## config.mk

```make
export PLATFORM = sky130hd
export DESIGN_NAME = upi_mult
export DESIGN_NICKNAME = d
export VERILOG_FILES = /design/src/upi_pkg.sv /design/src/upi_mult.sv
export SDC_FILE = /design/constraint.sdc
export NUM_CORES = 2
export LEC_CHECK = 0
export BUFFER_PORTS_ARGS = -buffer_cell sky130_fd_sc_hd__buf_2
export CORE_MARGIN = 1.5
export CORE_UTILIZATION = 50
export DETAILED_ROUTE_END_ITERATION = 6
export PLACE_DENSITY = 0.67
export SLEW_MARGIN = 10
export SYNTH_ARGS = -nofsm -noshare
export SYNTH_HDL_FRONTEND = slang
export SYNTH_SLANG_ARGS = --single-unit
```

## constraint.sdc

```tcl
create_clock -name clk -period 26.2 [get_ports clk]
set_input_delay 5.24 -clock clk [delete_from_list [all_inputs] [get_ports clk]]
set_output_delay 5.24 -clock clk [all_outputs]
set_load 0.1 [all_outputs]
```

## src/upi_pkg.sv

```systemverilog
// Shared types and constants for the unicycle pose integrator.
package upi_pkg;

  // Field and datapath widths.
  localparam int ANG_W  = 32;
  localparam int POS_W  = 32;
  localparam int DT_W   = 24;
  localparam int TRIG_W = 34;
  localparam int MUL_W  = 33;
  localparam int PROD_W = 2 * MUL_W;

  // Step time after reset: one second in Q8.16.
  localparam logic [DT_W-1:0] STEP_TIME_RST = 24'd65536;

  // CORDIC start vector (gain compensation) and unity, both Q2.30.
  localparam logic signed [TRIG_W-1:0] CORDIC_GAIN = 34'sd652032874;
  localparam logic [30:0]              ONE_Q30     = 31'd1073741824;

  // Arctangent of 2^-i in binary-angle units, full turn = 2^32.
  localparam int ATAN_N = 32;
  localparam logic [31:0] ATAN_TAB [ATAN_N] = '{
    32'd536870912, 32'd316933406, 32'd167458907, 32'd85004756,
    32'd42667331,  32'd21354465,  32'd10679838,  32'd5340245,
    32'd2670163,   32'd1335087,   32'd667544,    32'd333772,
    32'd166886,    32'd83443,     32'd41722,     32'd20861,
    32'd10430,     32'd5215,      32'd2608,      32'd1304,
    32'd652,       32'd326,       32'd163,       32'd81,
    32'd41,        32'd20,        32'd10,        32'd5,
    32'd3,         32'd1,         32'd1,         32'd0
  };

  // Result of one cosine/sine evaluation; valid pulses for one cycle.
  typedef struct packed {
    logic                     valid;
    logic signed [TRIG_W-1:0] cos_v;
    logic signed [TRIG_W-1:0] sin_v;
  } trig_res_t;

endpackage

```

## src/upi_mult.sv

```systemverilog
// Shared signed multiplier with a registered product.
module upi_mult
  import upi_pkg::*;
(
  input  logic                    clk,
  input  logic                    en,
  input  logic signed [MUL_W-1:0] a,
  input  logic signed [MUL_W-1:0] b,
  output logic signed [PROD_W-1:0] p_r
);

  // The product holds while the unit is not in use.
  always_ff @(posedge clk) begin
    if (en) begin
      p_r <= a * b;
    end
  end

endmodule

```

# Yosys cells after proc, flatten, opt, wreduce, memory -nomap -nowiden
# Index checks and enable logic that the tools add are counted.
dict set report word_totals {
  register_bits 66
  in_bits 68
  output_inout_bits 66
  word_cells 2
}
dict set report classes {
  mul 1
}
# cell count
set ops {}
lappend ops {{$mul A33 B33 Y66} 1}

# Logic depth before layout (Yosys ltp)
dict set report logic_depth {
  depth_word 1
  ltp_mapped 27
}

# Worst setup path before layout
# OpenSTA, ideal clock, no wires.
dict set report synth_timing {
  path_type {input -> register}
  from {input a[32]}
  to {register p_r[62] (data pin)}
  setup_ns 0.269
  arrival_time_ns 12.336
  path_slack_ns 13.595
  cell_stages 23
  n_path_buf 2
  cell_sequence {clkbuf_1 > nand2_1 > inv_1 > fa_1 > fa_1 > fa_1 > fa_1 > fa_1 > fa_1 > fa_1 > inv_1 > fa_1 > inv_1 > ha_1 > clkbuf_1 > and3_1 > nand3_1 > nand2b_1 > a2111oi_4 > a211oi_4 > a21o_2 > a211oi_2 > a211oi_2}
}
dict set report synth_via {
  elab_chain_cells 1
}
# item line_no
set synth_rtl {}
lappend synth_rtl {{start: declaration} upi_mult.sv:7} ;# input logic signed [MUL_W-1:0] a,
lappend synth_rtl {{$mul A33 B33 Y66} upi_mult.sv:15} ;# p_r <= a * b;
lappend synth_rtl {{end signal: assignment} upi_mult.sv:15}
lappend synth_rtl {{end: declaration} upi_mult.sv:9} ;# output logic signed [PROD_W-1:0] p_r
# Every way passes these cells.
# A chain may end at the register's enable or synchronous reset.

# Final worst setup path
dict set report layout_timing {
  from {input b[6]}
  to {register p_r[62] (data pin)}
}
dict set report layout_via {
  elab_chain_cells 1
}
# item line_no
set layout_rtl {}
lappend layout_rtl {{start: declaration} upi_mult.sv:8} ;# input logic signed [MUL_W-1:0] b,
lappend layout_rtl {{$mul A33 B33 Y66} upi_mult.sv:15}
# Every way passes these cells.

==> results.ini <==
[synth]
muxShareOfSynthArea_pct=0
synth_xor_xnor_area_share_pct=1.44
postSynthCellCount=4338
synth-simple-area-share_pct=15.5
post_synth_instance_area_mm2=0.0414
synth-adder-area-share_pct=61.9
postSynthRegisterBits=66
syn_nets=5768
synth_flop_cell=edfxtp_1
syn_avg_cell_area_um2=9.54
synth_sequential_area_ratio_pct=4.79
dominant_combinational_cell_family_by_area_after_synthesis=adder cells
number_of_synthesized_flops_with_an_enable_pin=66
synth-compound-area-share_pct=4.00
synth.lib_cells_used.distinct=80
yosysWarningCount=0
async_reset_ff_share_pct=0

[global_routing]
grt_first_pass_wirelength_um=172000
globalRoute.totalOverflow=0
grt_pass1_vias=30900
gr-usage-all-layers_pct=26.4
antenna_found_initial=12
grt_start_max_net_pins=67

[clocking]
cts_inserted_buffers=9
clock_sink_count=66
cts_root_buf=clkbuf_16
tritoncts=yes
total_number_of_h_tree_levels=3
max-clock-path-buffers=2
cts_resized=0
cts_setup_buffers=0
clk_transition_reported_paths_ns=0.07
count_of_hold_buffers_inserted_by_post_cts_repair=0

[worst_setup_path]
worst_path_class_setup=in2reg
setup.worst_path.end_class=flop
worst-endpoint-arrival_ns=13.24
worst-path-max-fanout=33
timing.critical_path.required_ns=26.28
setup.worst_path.start_class=primary input

[finish]
final_net_count=5696
most_flop_heavy_register=p_r
drive_gt1_share_pct=4.47
flow.area_growth_from_synthesis_pct=3.66
reg_top3=p_r x66
flip_flop_count_of_the_largest_register_all_copies_and_words_added=66
n_fill_cell=7602

[status]
run_status=completed

[timing]
setup_viol=0
report.final.hold_viol_count=0
setup-tns-final_ns=0
grt_setup_unrepaired=no
period_share_pct=50.2
max_slew.worst_pin.slew_ns=1.18
slew_viol_final=0
maxClockFrequency_mhz=76.0
slew-limit-headroom_pct=21.2
finalCriticalPeriod_ns=13.16

[drt]
drt-total-wl_um=107000
vias_per_cell=5.35
vias=28600
wl_per_cell_um=20.1
ant_nets=0
post-route-drc-count=0
detail_route.first_pass.iterations=5
initialDrtViolationCount=1625

[floorplanning]
floorplan.rows=105
die_width_um=291
start_util_pct=50.5
standard_cell_core_area_mm2=0.0820
floorplan.die_area_mm2=0.0845
die-height_um=291
boundaryPins=134

[placed_design]
numPortBuffers=133
gp_congestion=0.934
post-dp-hpwl_um=88300

[flow_run]
drv.max_cap_violation_count=0

[min_path]
worst_hold_path_type=in2reg

synth_stat cells (all sizes together) (33+ instances only):
library cell / instances / area (um^2)
fa: 1145 / 22900
ha: 217 / 2720
a21o: 38 / 288
edfxtp: 66 / 1980
xnor2: 43 / 377
nor2: 68 / 255
o21ai: 33 / 173
and2: 563 / 3520
inv: 1131 / 4250
clkbuf: 208 / 781
nand2: 551 / 2070
a21oi: 61 / 328
metal layers:
| metal | up-vias | GRT usage (%) | routed length, um |
|---|---|---|---|
| met3 | 249 | 2.94 | 5510 |
| li1 | 12300 | - | - |
| met4 | 6 | 12.1 | 5610 |
| met5 | - | 0 | 39 |
| met2 | 924 | 47.4 | 57200 |
| met1 | 15200 | 32.0 | 39000 |
final cells by class:
| cell class | instances | area, um^2 | share of cell area, % |
|---|---|---|---|
| well taps | 1070 | 1340 | 3.12 |
| multi-input cells | 2920 | 34300 | 80.0 |
| flip-flops and latches | 66 | 1980 | 4.62 |
| repair buffers | 138 | 703 | 1.64 |
| clock inverters | 7 | 83.8 | 0.195 |
| diodes | 6 | 15.0 | 0.0350 |
| clock buffers | 9 | 225 | 0.525 |
| inverters | 1131 | 4250 | 9.89 |
critical path, stage by stage:
cell       delay [ns]
buf_2            0.56
nand2_1          0.26
inv_1            0.16
fa_1             0.46
fa_1             0.53
inv_1            0.13
fa_1             0.57
inv_1            0.07
fa_1             1.15
fa_1             0.58
fa_1             0.50
fa_1             0.49
inv_1            0.05
fa_1             0.47
inv_1            0.04
ha_1             0.44
and3_1           0.19
nand3_1          0.11
nand2b_1         0.24
a2111oi_4        0.35
a211oi_4         0.09
a21o_2           0.25
a211oi_2         0.20
a211oi_2         0.06
layout by cell type (no fill, tap or decap), drive strengths merged, types with 25 or more instances in the layout:
master  count
and2      563
xor2       25
nor2       68
fa       1145
o21ai      33
nand3      26
inv      1135
buf       138
a21o       38
nand2     551
a21oi      61
xnor2      43
edfxtp     66
ha        217
cell families after synthesis:
kind of cell / Yosys count
adder cells (fa/ha/maj): 1362
buffers and inverters: 1352
AND/OR/NAND/NOR: 1271
AO/OA/AOI/OAI: 219
XOR/XNOR: 68
flip-flops: 66
stage by stage:
| step | hold WS, ns | area, um^2 | worst slack (ns) | utilization, % | std cells |
|---|---|---|---|---|---|
| 2_1_floorplan | 5.35 | 41400 | 13.59 | - | 4338 |
| 3_3_place_gp | 5.86 | 42600 | 12.86 | 51.9 | 5325 |
| 3_5_place_dp | 5.87 | 42600 | 12.74 | 51.9 | 5325 |
| 4_1_cts | 5.58 | 42900 | 13.10 | 52.3 | 5341 |
| 5_1_grt | 5.61 | 42900 | 12.60 | 52.3 | 5347 |
| 6_report | 5.60 | 42900 | 13.04 | 52.3 | 5347 |
final timing paths:
path / cells after the start / to / start
setup / recovery: 24 / p_r[62] / b[6]
hold / removal: 2 / p_r[0] / b[0]
Power is not shown: default switching activity piles up to over one toggle a cycle in this logic, so the estimate is an artifact.
