$ cat config.mk
export PLATFORM = sky130hd
export DESIGN_NAME = upi_cordic
export DESIGN_NICKNAME = d
export VERILOG_FILES = /design/src/upi_pkg.sv /design/src/upi_cordic.sv
export SDC_FILE = /design/constraint.sdc
export NUM_CORES = 1
export LEC_CHECK = 0
export ABC_AREA = 1
export BUFFER_PORTS_ARGS = -buffer_cell sky130_fd_sc_hd__buf_2
export CAP_MARGIN = 20
export CORE_UTILIZATION = 55
export CTS_BUF_LIST = sky130_fd_sc_hd__clkbuf_4 sky130_fd_sc_hd__clkbuf_8
export CTS_CLUSTER_SIZE = 8
export DETAILED_ROUTE_END_ITERATION = 6
export PLACE_DENSITY = 0.73
export SLEW_MARGIN = 0
export SYNTH_ARGS = -nofsm -noshare
export SYNTH_HDL_FRONTEND = slang
export SYNTH_SLANG_ARGS = --single-unit
$ cat constraint.sdc
create_clock -name clk -period 4.9 [get_ports clk]
set_input_delay 1.225 -clock clk [delete_from_list [all_inputs] [get_ports clk]]
set_output_delay 1.225 -clock clk [all_outputs]
set_load 0.05 [all_outputs]
$ cat src/upi_pkg.sv
// Shared types and constants for the unicycle pose integrator.
package upi_pkg;

  // Field and datapath widths.
  localparam int ANG_W  = 32;
  localparam int POS_W  = 32;
  localparam int DT_W   = 24;
  localparam int TRIG_W = 34;
  localparam int MUL_W  = 33;
  localparam int PROD_W = 2 * MUL_W;

  // Step time after reset: one second in Q8.16.
  localparam logic [DT_W-1:0] STEP_TIME_RST = 24'd65536;

  // CORDIC start vector (gain compensation) and unity, both Q2.30.
  localparam logic signed [TRIG_W-1:0] CORDIC_GAIN = 34'sd652032874;
  localparam logic [30:0]              ONE_Q30     = 31'd1073741824;

  // Arctangent of 2^-i in binary-angle units, full turn = 2^32.
  localparam int ATAN_N = 32;
  localparam logic [31:0] ATAN_TAB [ATAN_N] = '{
    32'd536870912, 32'd316933406, 32'd167458907, 32'd85004756,
    32'd42667331,  32'd21354465,  32'd10679838,  32'd5340245,
    32'd2670163,   32'd1335087,   32'd667544,    32'd333772,
    32'd166886,    32'd83443,     32'd41722,     32'd20861,
    32'd10430,     32'd5215,      32'd2608,      32'd1304,
    32'd652,       32'd326,       32'd163,       32'd81,
    32'd41,        32'd20,        32'd10,        32'd5,
    32'd3,         32'd1,         32'd1,         32'd0
  };

  // Result of one cosine/sine evaluation; valid pulses for one cycle.
  typedef struct packed {
    logic                     valid;
    logic signed [TRIG_W-1:0] cos_v;
    logic signed [TRIG_W-1:0] sin_v;
  } trig_res_t;

endpackage

$ cat src/upi_cordic.sv
// Iterative rotation-mode CORDIC giving cosine and sine of a binary angle.
module upi_cordic
  import upi_pkg::*;
#(
  parameter int unsigned STEPS = 16
) (
  input  logic             clk,
  input  logic             rst_n,
  input  logic             start,
  input  logic [ANG_W-1:0] angle,
  output trig_res_t        res
);

  localparam int CNT_W = $clog2(STEPS);
  localparam logic [CNT_W-1:0] LAST = CNT_W'(STEPS - 1);

  localparam logic [1:0] QUAD_0 = 2'd0;
  localparam logic [1:0] QUAD_1 = 2'd1;
  localparam logic [1:0] QUAD_2 = 2'd2;
  localparam logic [1:0] QUAD_3 = 2'd3;

  logic                     busy_r, busy_nxt;
  logic                     map_r, map_nxt;
  logic                     valid_r, valid_nxt;
  logic [CNT_W-1:0]         cnt_r, cnt_nxt;
  logic [1:0]               quad_r;
  logic signed [TRIG_W-1:0] x_r, y_r, z_r;
  logic signed [TRIG_W-1:0] cos_r, sin_r;

  logic [ANG_W-1:0]         ang_bias;
  logic [1:0]               quad;
  logic [ANG_W-1:0]         resid;
  logic [4:0]               idx;
  logic signed [TRIG_W-1:0] dx, dy, atan_s;
  logic signed [TRIG_W-1:0] x_step, y_step, z_step;
  logic signed [TRIG_W-1:0] cos_map, sin_map;

  // Quadrant reduction: residual lies in [-1/8, 1/8) of a turn.
  always_comb begin
    ang_bias = angle + 32'h2000_0000;
    quad     = ang_bias[ANG_W-1:ANG_W-2];
    resid    = angle - {quad, 30'd0};
  end

  // One micro-rotation per cycle.
  always_comb begin
    idx    = 5'(cnt_r);
    dx     = y_r >>> cnt_r;
    dy     = x_r >>> cnt_r;
    atan_s = $signed({{(TRIG_W-32){1'b0}}, ATAN_TAB[idx]});
    if (!z_r[TRIG_W-1]) begin
      x_step = x_r - dx;
      y_step = y_r + dy;
      z_step = z_r - atan_s;
    end else begin
      x_step = x_r + dx;
      y_step = y_r - dy;
      z_step = z_r + atan_s;
    end
  end

  // Rotate the result back into the original quadrant.
  always_comb begin
    unique case (quad_r)
      QUAD_0: begin
        cos_map = x_r;
        sin_map = y_r;
      end
      QUAD_1: begin
        cos_map = -y_r;
        sin_map = x_r;
      end
      QUAD_2: begin
        cos_map = -x_r;
        sin_map = -y_r;
      end
      QUAD_3: begin
        cos_map = y_r;
        sin_map = -x_r;
      end
      default: begin
        cos_map = x_r;
        sin_map = y_r;
      end
    endcase
  end

  // Sequencing of the iterations.
  always_comb begin
    map_nxt   = busy_r && (cnt_r == LAST);
    valid_nxt = map_r;
    if (start) begin
      busy_nxt = 1'b1;
      cnt_nxt  = '0;
    end else if (busy_r) begin
      busy_nxt = (cnt_r != LAST);
      cnt_nxt  = cnt_r + CNT_W'(1);
    end else begin
      busy_nxt = 1'b0;
      cnt_nxt  = cnt_r;
    end
  end

  always_ff @(posedge clk) begin
    if (!rst_n) begin
      busy_r  <= 1'b0;
      map_r   <= 1'b0;
      valid_r <= 1'b0;
      cnt_r   <= '0;
    end else begin
      busy_r  <= busy_nxt;
      map_r   <= map_nxt;
      valid_r <= valid_nxt;
      cnt_r   <= cnt_nxt;
    end
  end

  // Vector and angle registers.
  always_ff @(posedge clk) begin
    if (start) begin
      x_r    <= CORDIC_GAIN;
      y_r    <= '0;
      z_r    <= $signed({{(TRIG_W-ANG_W){resid[ANG_W-1]}}, resid});
      quad_r <= quad;
    end else if (busy_r) begin
      x_r <= x_step;
      y_r <= y_step;
      z_r <= z_step;
    end
    if (map_r) begin
      cos_r <= cos_map;
      sin_r <= sin_map;
    end
  end

  assign res.valid = valid_r;
  assign res.cos_v = cos_r;
  assign res.sin_v = sin_r;

endmodule

Word-level counts from Yosys, hierarchy flattened
Memories as Yosys holds them, arrays and structs flattened.
Cells that the tools add are included.
{"block": "totals", "register_bits": 179, "romBits": 1024, "inputBits": 35, "out_inout_bits": 69, "elab_cells": 47, "memories": 1}
{"name": "(no name shown)", "depth": 32, "word_bits": 32, "rd": 1, "rd_ports_with_merged_regs": 0, "write_ports": 0, "line": "upi_cordic.sv:50", "source": "atan_s = $signed({{(TRIG_W-32){1'b0}}, ATAN_TAB[idx]});"}
{"block": "op_classes", "addsub": 11, "magnitude_cmp": 1, "eq_ne": 5, "shift": 2, "n_mux": 11, "bitwise": 2, "n_reduce_logical": 4}
{"operator": "34-bit one-hot mux with 4 select lines", "count": 2}
{"operator": "34-bit two-way mux", "count": 5}
{"operator": "34-bit adder", "count": 2}
{"operator": "34-bit negation", "count": 2}
{"operator": "34-bit by 4-bit >>> shifter with 34-bit output", "count": 2}
{"operator": "34-bit subtractor", "count": 2}
{"operator": "32-bit two-way mux", "count": 2}
{"operator": "34-bit by 33-bit adder with 34-bit output", "count": 1}
{"operator": "34-bit by 33-bit subtractor with 34-bit output", "count": 1}
{"operator": "32-bit by 30-bit adder with 32-bit output (second input constant)", "count": 1}
{"operator": "32-bit subtractor", "count": 1}
{"operator": "6-bit >= comparator (second input constant)", "count": 1}
{"operator": "4-bit NOT with 6-bit output", "count": 1}
{"operator": "4-bit by 1-bit adder with 4-bit output (second input constant)", "count": 1}
{"operator": "2-bit equality test (second input constant)", "count": 2}
{"operator": "4-bit equality test (second input constant)", "count": 1}
{"operator": "4-bit inequality test (second input constant)", "count": 1}
{"operator": "2-bit by 1-bit equality test with 1-bit output (second input constant)", "count": 1}
{"operator": "2-bit zero test", "count": 1}
{"operator": "1-bit two-way mux", "count": 2}
{"operator": "2-bit nonzero test", "count": 1}
{"operator": "2-bit OR reduction", "count": 1}
{"operator": "1-bit logical AND", "count": 1}
{"operator": "1-bit NOT", "count": 1}

Longest topological paths before layout
Gate-level depths: netlist of the first run.
{"block": "depth", "ltp_word": 8, "depth_mapped": 34, "mapped_depth_nobuf": 32}

Worst setup path before layout of the first run
Ideal clock, no wire load.
{"block": "synth_timing", "kind": "reg2reg", "from": "register cnt_r[0]", "to": "register z_r[19], data pin", "arrival_time_ns": 4.087, "slack_ns": 0.560, "stages_incl_launch_ff": 28, "path_buffers": 2, "path_cell_list": "dfxtp_1 > inv_2 > buf_6 > buf_6 > ha_1 > inv_1 > nor2_1 > o21ai_2 > nand2_1 > inv_1 > ha_1 > inv_1 > nor3_1 > nand2_1 > o31ai_1 > xor2_1 > inv_1 > ha_1 > a21oi_1 > nor2_1 > nor2_1 > a21boi_0 > o21ai_0 > a21oi_1 > inv_1 > or2_2 > nand3_1 > nand2_1"}
{"block": "synth_between", "elab_chain_cells": 8}
{"element": "start: declaration", "line": "upi_cordic.sv:25", "source": "logic [CNT_W-1:0] cnt_r, cnt_nxt;"}
{"element": "start signal: assignment", "line": "upi_cordic.sv:114", "source": "cnt_r <= cnt_nxt;"}
{"element": "4-bit NOT with 6-bit output (implied by the code) *", "line": "upi_cordic.sv:50"}
{"element": "memory read 32 x 32 bit *"}
{"element": "32-bit two-way mux (implied by the code) * (2 in series)", "line": "upi_cordic.sv:50"}
{"element": "34-bit by 33-bit subtractor with 34-bit output / 34-bit by 33-bit adder with 34-bit output (equally long branches)", "line": "upi_cordic.sv:54, upi_cordic.sv:58"}
{"element": "34-bit two-way mux *", "line": "upi_cordic.sv:51", "source": "if (!z_r[TRIG_W-1]) begin"}
{"element": "34-bit two-way mux *", "line": "upi_cordic.sv:125", "source": "end else if (busy_r) begin"}
{"element": "34-bit two-way mux *", "line": "upi_cordic.sv:120", "source": "if (start) begin"}
{"element": "end signal: assignment", "line": "upi_cordic.sv:123", "source": "z_r <= $signed({{(TRIG_W-ANG_W){resid[ANG_W-1]}}, resid});"}
{"element": "end signal: assignment", "line": "upi_cordic.sv:128", "source": "z_r <= z_step;"}
{"element": "end: declaration", "line": "upi_cordic.sv:27", "source": "logic signed [TRIG_W-1:0] x_r, y_r, z_r;"}
Every way passes the cells marked *; elsewhere a longest branch is shown, timed or not. The select of a mux whose other input is x is not followed.
A chain may end at the register's enable or synchronous reset.

Final worst setup path of the first run
{"block": "layout_timing", "from": "register cnt_r[0]", "to": "register x_r[29]"}
{"block": "layout_between", "elab_chain_cells": 3}
{"element": "34-bit by 4-bit >>> shifter with 34-bit output *", "line": "upi_cordic.sv:48", "source": "dx = y_r >>> cnt_r;"}
{"element": "34-bit subtractor / 34-bit adder (equally long branches)", "line": "upi_cordic.sv:52, upi_cordic.sv:56"}
{"element": "34-bit two-way mux *", "line": "upi_cordic.sv:51"}
{"element": "end signal: assignment", "line": "upi_cordic.sv:126", "source": "x_r <= x_step;"}
{"element": "end: declaration", "line": "upi_cordic.sv:27"}
Every way passes the cells marked *; elsewhere a longest branch is shown, timed or not.

==> results of run 1 <==
-- timing repair --
item | in CTS | in global routing
pin swaps | 0 | 7
gates cloned | 0 | 2
setup endpoints to repair | 3 | 31
buffers inserted | 0 | 5
gates resized for setup | 2 | 39
-- cell usage in the layout (no fill, tap or decap), types with 8 or more instances in the layout --
cell       count
nand2_2       10
or2_2         35
o21a_1        15
o221ai_1       9
nor2_2        14
inv_1        372
a31oi_1       19
nor2_1       293
nand4_1       45
buf_4         96
nor4_1        12
o2111ai_1     22
a21oi_1      217
o211ai_1      13
o22ai_1       25
nor3_1        32
ha_1         115
buf_2        103
xnor2_1       36
nand2_1      857
dfxtp_1       69
nand3_1      414
a21oi_2       13
inv_2         13
o21ai_2        8
xor2_1       127
edfxtp_1     104
o21ai_1       25
clkbuf_8      17
o21ai_0      178
-- stage by stage --
stage | setup slack (ns) | std cells | total power, W | TNS, ns
after floorplan | 0.560 | 3338 | 0.00956 | 0
after global routing | -0.0472 | 3937 | 0.0153 | -0.0875
after detailed placement | -0.0582 | 3898 | 0.0125 | -0.0600
after CTS | 0.0630 | 3930 | 0.0137 | 0
after global placement | 0.0519 | 3898 | 0.0123 | 0
final | 0.219 | 3937 | 0.0142 | 0
-- cell usage after synthesis, types with 19 or more instances --
master	number
o2111ai_1	22
o21ai_1	20
xor2_1	128
dfxtp_1	75
clkbuf_1	75
o21ai_0	184
ha_1	116
nand4_1	45
or2_2	35
o22ai_1	25
xnor2_1	36
a21oi_1	225
nor2_1	298
nand2_1	859
nor3_1	33
edfxtp_1	104
inv_1	375
nand3_1	418
a31oi_1	19
buf_2	33
-- worst max-delay path: cells and delay by family, from the launching register on --
kind | cells | cell delay (ns)
AND/OR/NAND/NOR | 14 | 1.90
AO/OA/AOI/OAI | 7 | 1.06
adder cells (fa/ha/maj) | 2 | 0.53
buffers and inverters | 5 | 0.49
flip-flops | 1 | 0.39
XOR/XNOR | 1 | 0.14
-- area by class of cell --
class                      count  share of cell area
multi-input combinational   2622               0.619
sequential                   179               0.205
inverter                     389              0.0646
timing repair buffer         211              0.0641
tap                          504              0.0278
clock buffer                  17              0.0103
clock inverter                15             0.00956
-- per-layer routing --
layer / global-route usage / vias to the layer above / share of wire
li1: - / 11300 / -
met1: 0.483 / 11000 / 0.37
met2: 0.677 / 1417 / 0.45
met3: 0.0681 / 306 / 0.11
met4: 0.250 / 0 / 0.069
met5: 0 / - / 0
-- state kept, by name (all words and copies together) (netlist names) --
name and cells:
cnt_r 4, x_r 34, map_r 1, valid_r 1, busy_r 1, quad_r 2, cos_r 34, sin_r 34
z_r 34, y_r 34
-- worst paths after layout --
check | from | slack, ns | endpoint
worst min register to register | map_r | 0.57 | valid_r
worst max-delay path | cnt_r[0] | 0.22 | x_r[29]
worst min-delay path | map_r | 0.57 | valid_r
worst max register to register | cnt_r[0] | 0.22 | x_r[29]
-- kinds of logic after synthesis --
logic type,after synthesis
AND/OR/NAND/NOR,1746
adder cells (fa/ha/maj),119
XOR/XNOR,164
buffers and inverters,537
AO/OA/AOI/OAI,593
flip-flops,179
-- report_power, final --
part | switching [W] | internal, W
Sequential | 0.000561 | 0.00198
Clock | 0.000706 | 0.000528
Combinational | 0.00672 | 0.00369
==> impl_metrics.toml, run 1 <==
[global_route]
grt_max_degree = 75
grt_util_all_layers = 0.404
antenna_found_initial = 0
grt-ovfl-total = 0
grt_pass1_wl_um = 120000
grt_pass1_vias = 22300

[place]
dp_hpwl_um = 61900
placement.cell_area_um2 = 22000
place.gp.congestion = 1.08
io_buffers = 103

[clock_network]
clk-insertion-delay-late_ns = 0.53
cts_root_buffer = "clkbuf_8"
cts.sinks = 179
numCtsBuffers = 17
clkTransAtPathRegs_ns = 0.12
cts_tree = "done"
cts.hold.buffers_added = 0
clk_path_buf_depth = 2
h-tree-depth = 4

[sta]
final.min_clock_period_ns = 4.68
hold_violations = 0
rsz0062_at_grt = "true"
fmax_ghz = 0.214
fin_crit_sh = 0.955
finalSetupViolCount = 0
worstMarginPinSlew_ns = 1.05
slew_violations = 0
hold_ws_ns = 0.566
relSlewSlack = 0.294
finClkSkew_ns = 0.0244

[layout]
stdcell_area_um2 = 22700
ff_latch_area_um2 = 4640
utilization = 0.614
fin_nets = 3574
multi_input_area_um2 = 14000
layout-drive-gt1-share = 0.109
diodes = 0
area_growth_pct = 9.30
fillCellCount = 3550

[yosys]
yosys_most_used_dff = "edfxtp_1"
ys_warn_count = 0
synth_top_family_by_area = "simple AND/OR/NAND/NOR gates"
syn_inst = 3338
synth_edf_count = 104
synth_cell_types = 60
async_reset_ff_frac = 0
synth.area.mux_share = 0
ys_top_cells_by_area = "nand2_1 (16%), edfxtp_1 (15%), nand3_1 (10%)"
synth-seq-cells = 179
synth_top_area_frac = 0.156
yosys.area_share.simple = 0.364
post_synth_xor_area_fraction = 0.0693
synth.avg_cell_area_um2 = 6.21
synth-seq-area-share = 0.223
syn-num-nets = 3492
synth_adder_area_share = 0.0729
synth_compound_area_frac = 0.165
syn_area_um2 = 20700
synth_area_leader_cell = "nand2_1"

[drt]
via_count = 24000
ant_nets = 0
dr.pass1.iters = 7
wl_per_cell_um = 20.0
routed_wl_um = 78700
vias_per_cell = 6.09
drt_iter0_markers = 2541
drc = 4

[power]
peakVddDrop_v = 0.000369
p_per_area_nw_per_um2 = 626
leakage_nw = 10.9

[setup_path]
cpMaxStageDelayCell = "dfxtp_4"
path_max_fanout = 35
max_stage_delay_ns = 0.39
crit_type = "reg -> reg"
crit_required_ns = 5.30
startpoint_type = "flop"
reg2regPathDepth = 29
cp-end-kind = "flop"
critical_path_arrival_ns = 5.09

[die]
start_util = 0.562
boundaryPins = 104
dieHeight_um = 196
core_area_um2 = 36900
rows = 70
die_w_um = 196
die-area_um2 = 38500

[run_status]
status = "finished, violations left"
violations = "DRC"

[run]
drv_cap = 0

[min_path]
hold_class = "reg -> reg"
min_path_cells = 2
Note: power is estimated with default switching activity, not from simulation.
==> run 2: changes to the inputs <==
--- a/config.mk
+++ b/config.mk
@@ -9,8 +9,7 @@
 export BUFFER_PORTS_ARGS = -buffer_cell sky130_fd_sc_hd__buf_2
 export CAP_MARGIN = 20
 export CORE_UTILIZATION = 55
-export CTS_BUF_LIST = sky130_fd_sc_hd__clkbuf_4 sky130_fd_sc_hd__clkbuf_8
-export CTS_CLUSTER_SIZE = 8
+export CTS_CLUSTER_SIZE = 28
 export DETAILED_ROUTE_END_ITERATION = 6
 export PLACE_DENSITY = 0.73
 export SLEW_MARGIN = 0
==> impl_metrics.toml, run 2 (synthesis gave the netlist of run 1 again) <==
[clock_network]
h-tree-depth = 4
cts_root_buffer = "clkbuf_16"
clk-insertion-delay-late_ns = 0.48
numCtsBuffers = 17
cts_tree = "done"
cts.sinks = 179
clkTransAtPathRegs_ns = 0.09
clk_path_buf_depth = 2
cts.hold.buffers_added = 0

[run]
drv_cap = 0

[place]
placement.cell_area_um2 = 22000
dpl.cell_count = 3898
place.gp.congestion = 1.08
dp_hpwl_um = 61900
io_buffers = 103

[power]
power_frac_seq = 0.175
power_switching_w = 0.00805
intPower_w = 0.00650
power_frac_clock = 0.109
pwr-share-comb = 0.716
leakage_nw = 11.0
peakVddDrop_v = 0.000363
switching_share = 0.553
p_per_area_nw_per_um2 = 637

[sta]
finClkSkew_ns = 0.0202
final.min_clock_period_ns = 4.67
finalSetupViolCount = 0
rsz0062_at_grt = "true"
fin_crit_sh = 0.952
setup_tns_ns = 0
hold_violations = 0
fmax_ghz = 0.214
slew_violations = 0
relSlewSlack = 0.349
worstMarginPinSlew_ns = 0.970

[layout]
final_cell_mix = "nand2_1 (857), nand3_1 (415), inv_1 (372)"
layout-drive-gt1-share = 0.109
area_growth_pct = 10.2
layout_commonest_cell = "nand2_1"
final_cell_count_no_fill = 3938
stdcell_area_um2 = 22800
fin_nets = 3575
diodes = 0

[die]
rows = 70
core_area_um2 = 36900
boundaryPins = 104
start_util = 0.562
dieHeight_um = 196
die_w_um = 196
die-area_um2 = 38500

[drt]
via_count = 24000
vias_per_cell = 6.08
dr.pass1.iters = 7
drt_iter0_markers = 2573
ant_nets = 0
drc = 1
wl_per_cell_um = 20.1
routed_wl_um = 79000

[setup_path]
startpoint_type = "flop"
path_max_fanout = 35
max_stage_delay_ns = 0.38
r2r-start = "cnt_r[0]"
crit_type = "reg -> reg"
cp-end-kind = "flop"
critical_path_arrival_ns = 5.02
startpoint = "cnt_r[0]"
r2r_setup_slack_ns = 0.23
crit_end = "x_r[29]"
reg2regPathDepth = 29
crit_required_ns = 5.25
cpMaxStageDelayCell = "dfxtp_4"
reg2reg_to = "x_r[29]"

[run_status]
status = "finished, violations left"
violations = "DRC"

[global_route]
antenna_found_initial = 0
grt_max_degree = 75
grt_util_all_layers = 0.406
grt_pass1_wl_um = 120000
grt-ovfl-total = 0
grt_pass1_vias = 22400

[min_path]
hold_class = "reg -> reg"
-- run 2: changes by cell type in the layout (fill, tap and decap cells not counted), sizes merged --
cell  change
buf       +1
-- run 2: metal layers --
| metal | wire length [um] | track usage |
|---|---|---|
| met1 | 29300 | 0.486 |
| met2 | 35900 | 0.672 |
| met3 | 8390 | 0.0729 |
| met4 | 5450 | 0.261 |
| met5 | 0 | 0 |
-- run 2: worst min path at each step --
stage                        from      end  slack, ns  cells past startpoint
after floorplan           x_r[33]  x_r[33]       0.52                      4
after global placement      map_r  valid_r       0.54                      2
after detailed placement    map_r  valid_r       0.55                      2
after CTS                   map_r  valid_r       0.57                      2
after global routing        map_r  valid_r       0.58                      2
final                       map_r  valid_r       0.55                      2
-- run 2: metrics by stage --
| step | hold slack [ns] | setup slack, ns | util | total power, W |
|---|---|---|---|---|
| after global placement | 0.544 | 0.0519 | 0.596 | 0.0123 |
| after floorplan | 0.524 | 0.560 | - | 0.00956 |
| final | 0.546 | 0.234 | 0.619 | 0.0145 |
| after global routing | 0.577 | -0.0433 | 0.619 | 0.0157 |
| after CTS | 0.568 | 0.0669 | 0.613 | 0.0141 |
| after detailed placement | 0.546 | -0.0582 | 0.596 | 0.0125 |
-- run 2: power groups by stage --
stage	Sequential, W	Clock, W	Combinational (W)
finish	0.00254	0.00159	0.0104
global route	0.00254	0.00164	0.0115
CTS	0.00249	0.00158	0.0100
detailed placement	0.00253	0	0.00998
global placement	0.00252	0	0.00980
floorplan	0.00220	0	0.00736
-- run 2: area by class of cell --
cell class / instances / area [um^2]
Clock buffer: 17 / 425
Timing Repair Buffer: 212 / 1460
Inverter: 389 / 1470
Sequential cell: 179 / 4640
Fill cell: 3519 / 14000
Clock inverter: 15 / 216
Tap cell: 504 / 631
Multi-Input combinational cell: 2622 / 14000
-- run 2: worst max-delay path: cells and delay by family, from the launching register on --
family	cells	cell delay, ns
buffers and inverters	5	0.49
adders and majority gates	2	0.53
xor gates and xnor gates	1	0.14
DFF	1	0.38
AOI/OAI and AO/OA	7	1.08
and+or+nand+nor	14	1.88
-- run 2: repair_timing --
action | in CTS | in global routing
pin swaps | 0 | 7
setup endpoints to repair | 3 | 31
setup buffers | 0 | 6
resized for setup | 2 | 38
gates cloned | 0 | 2
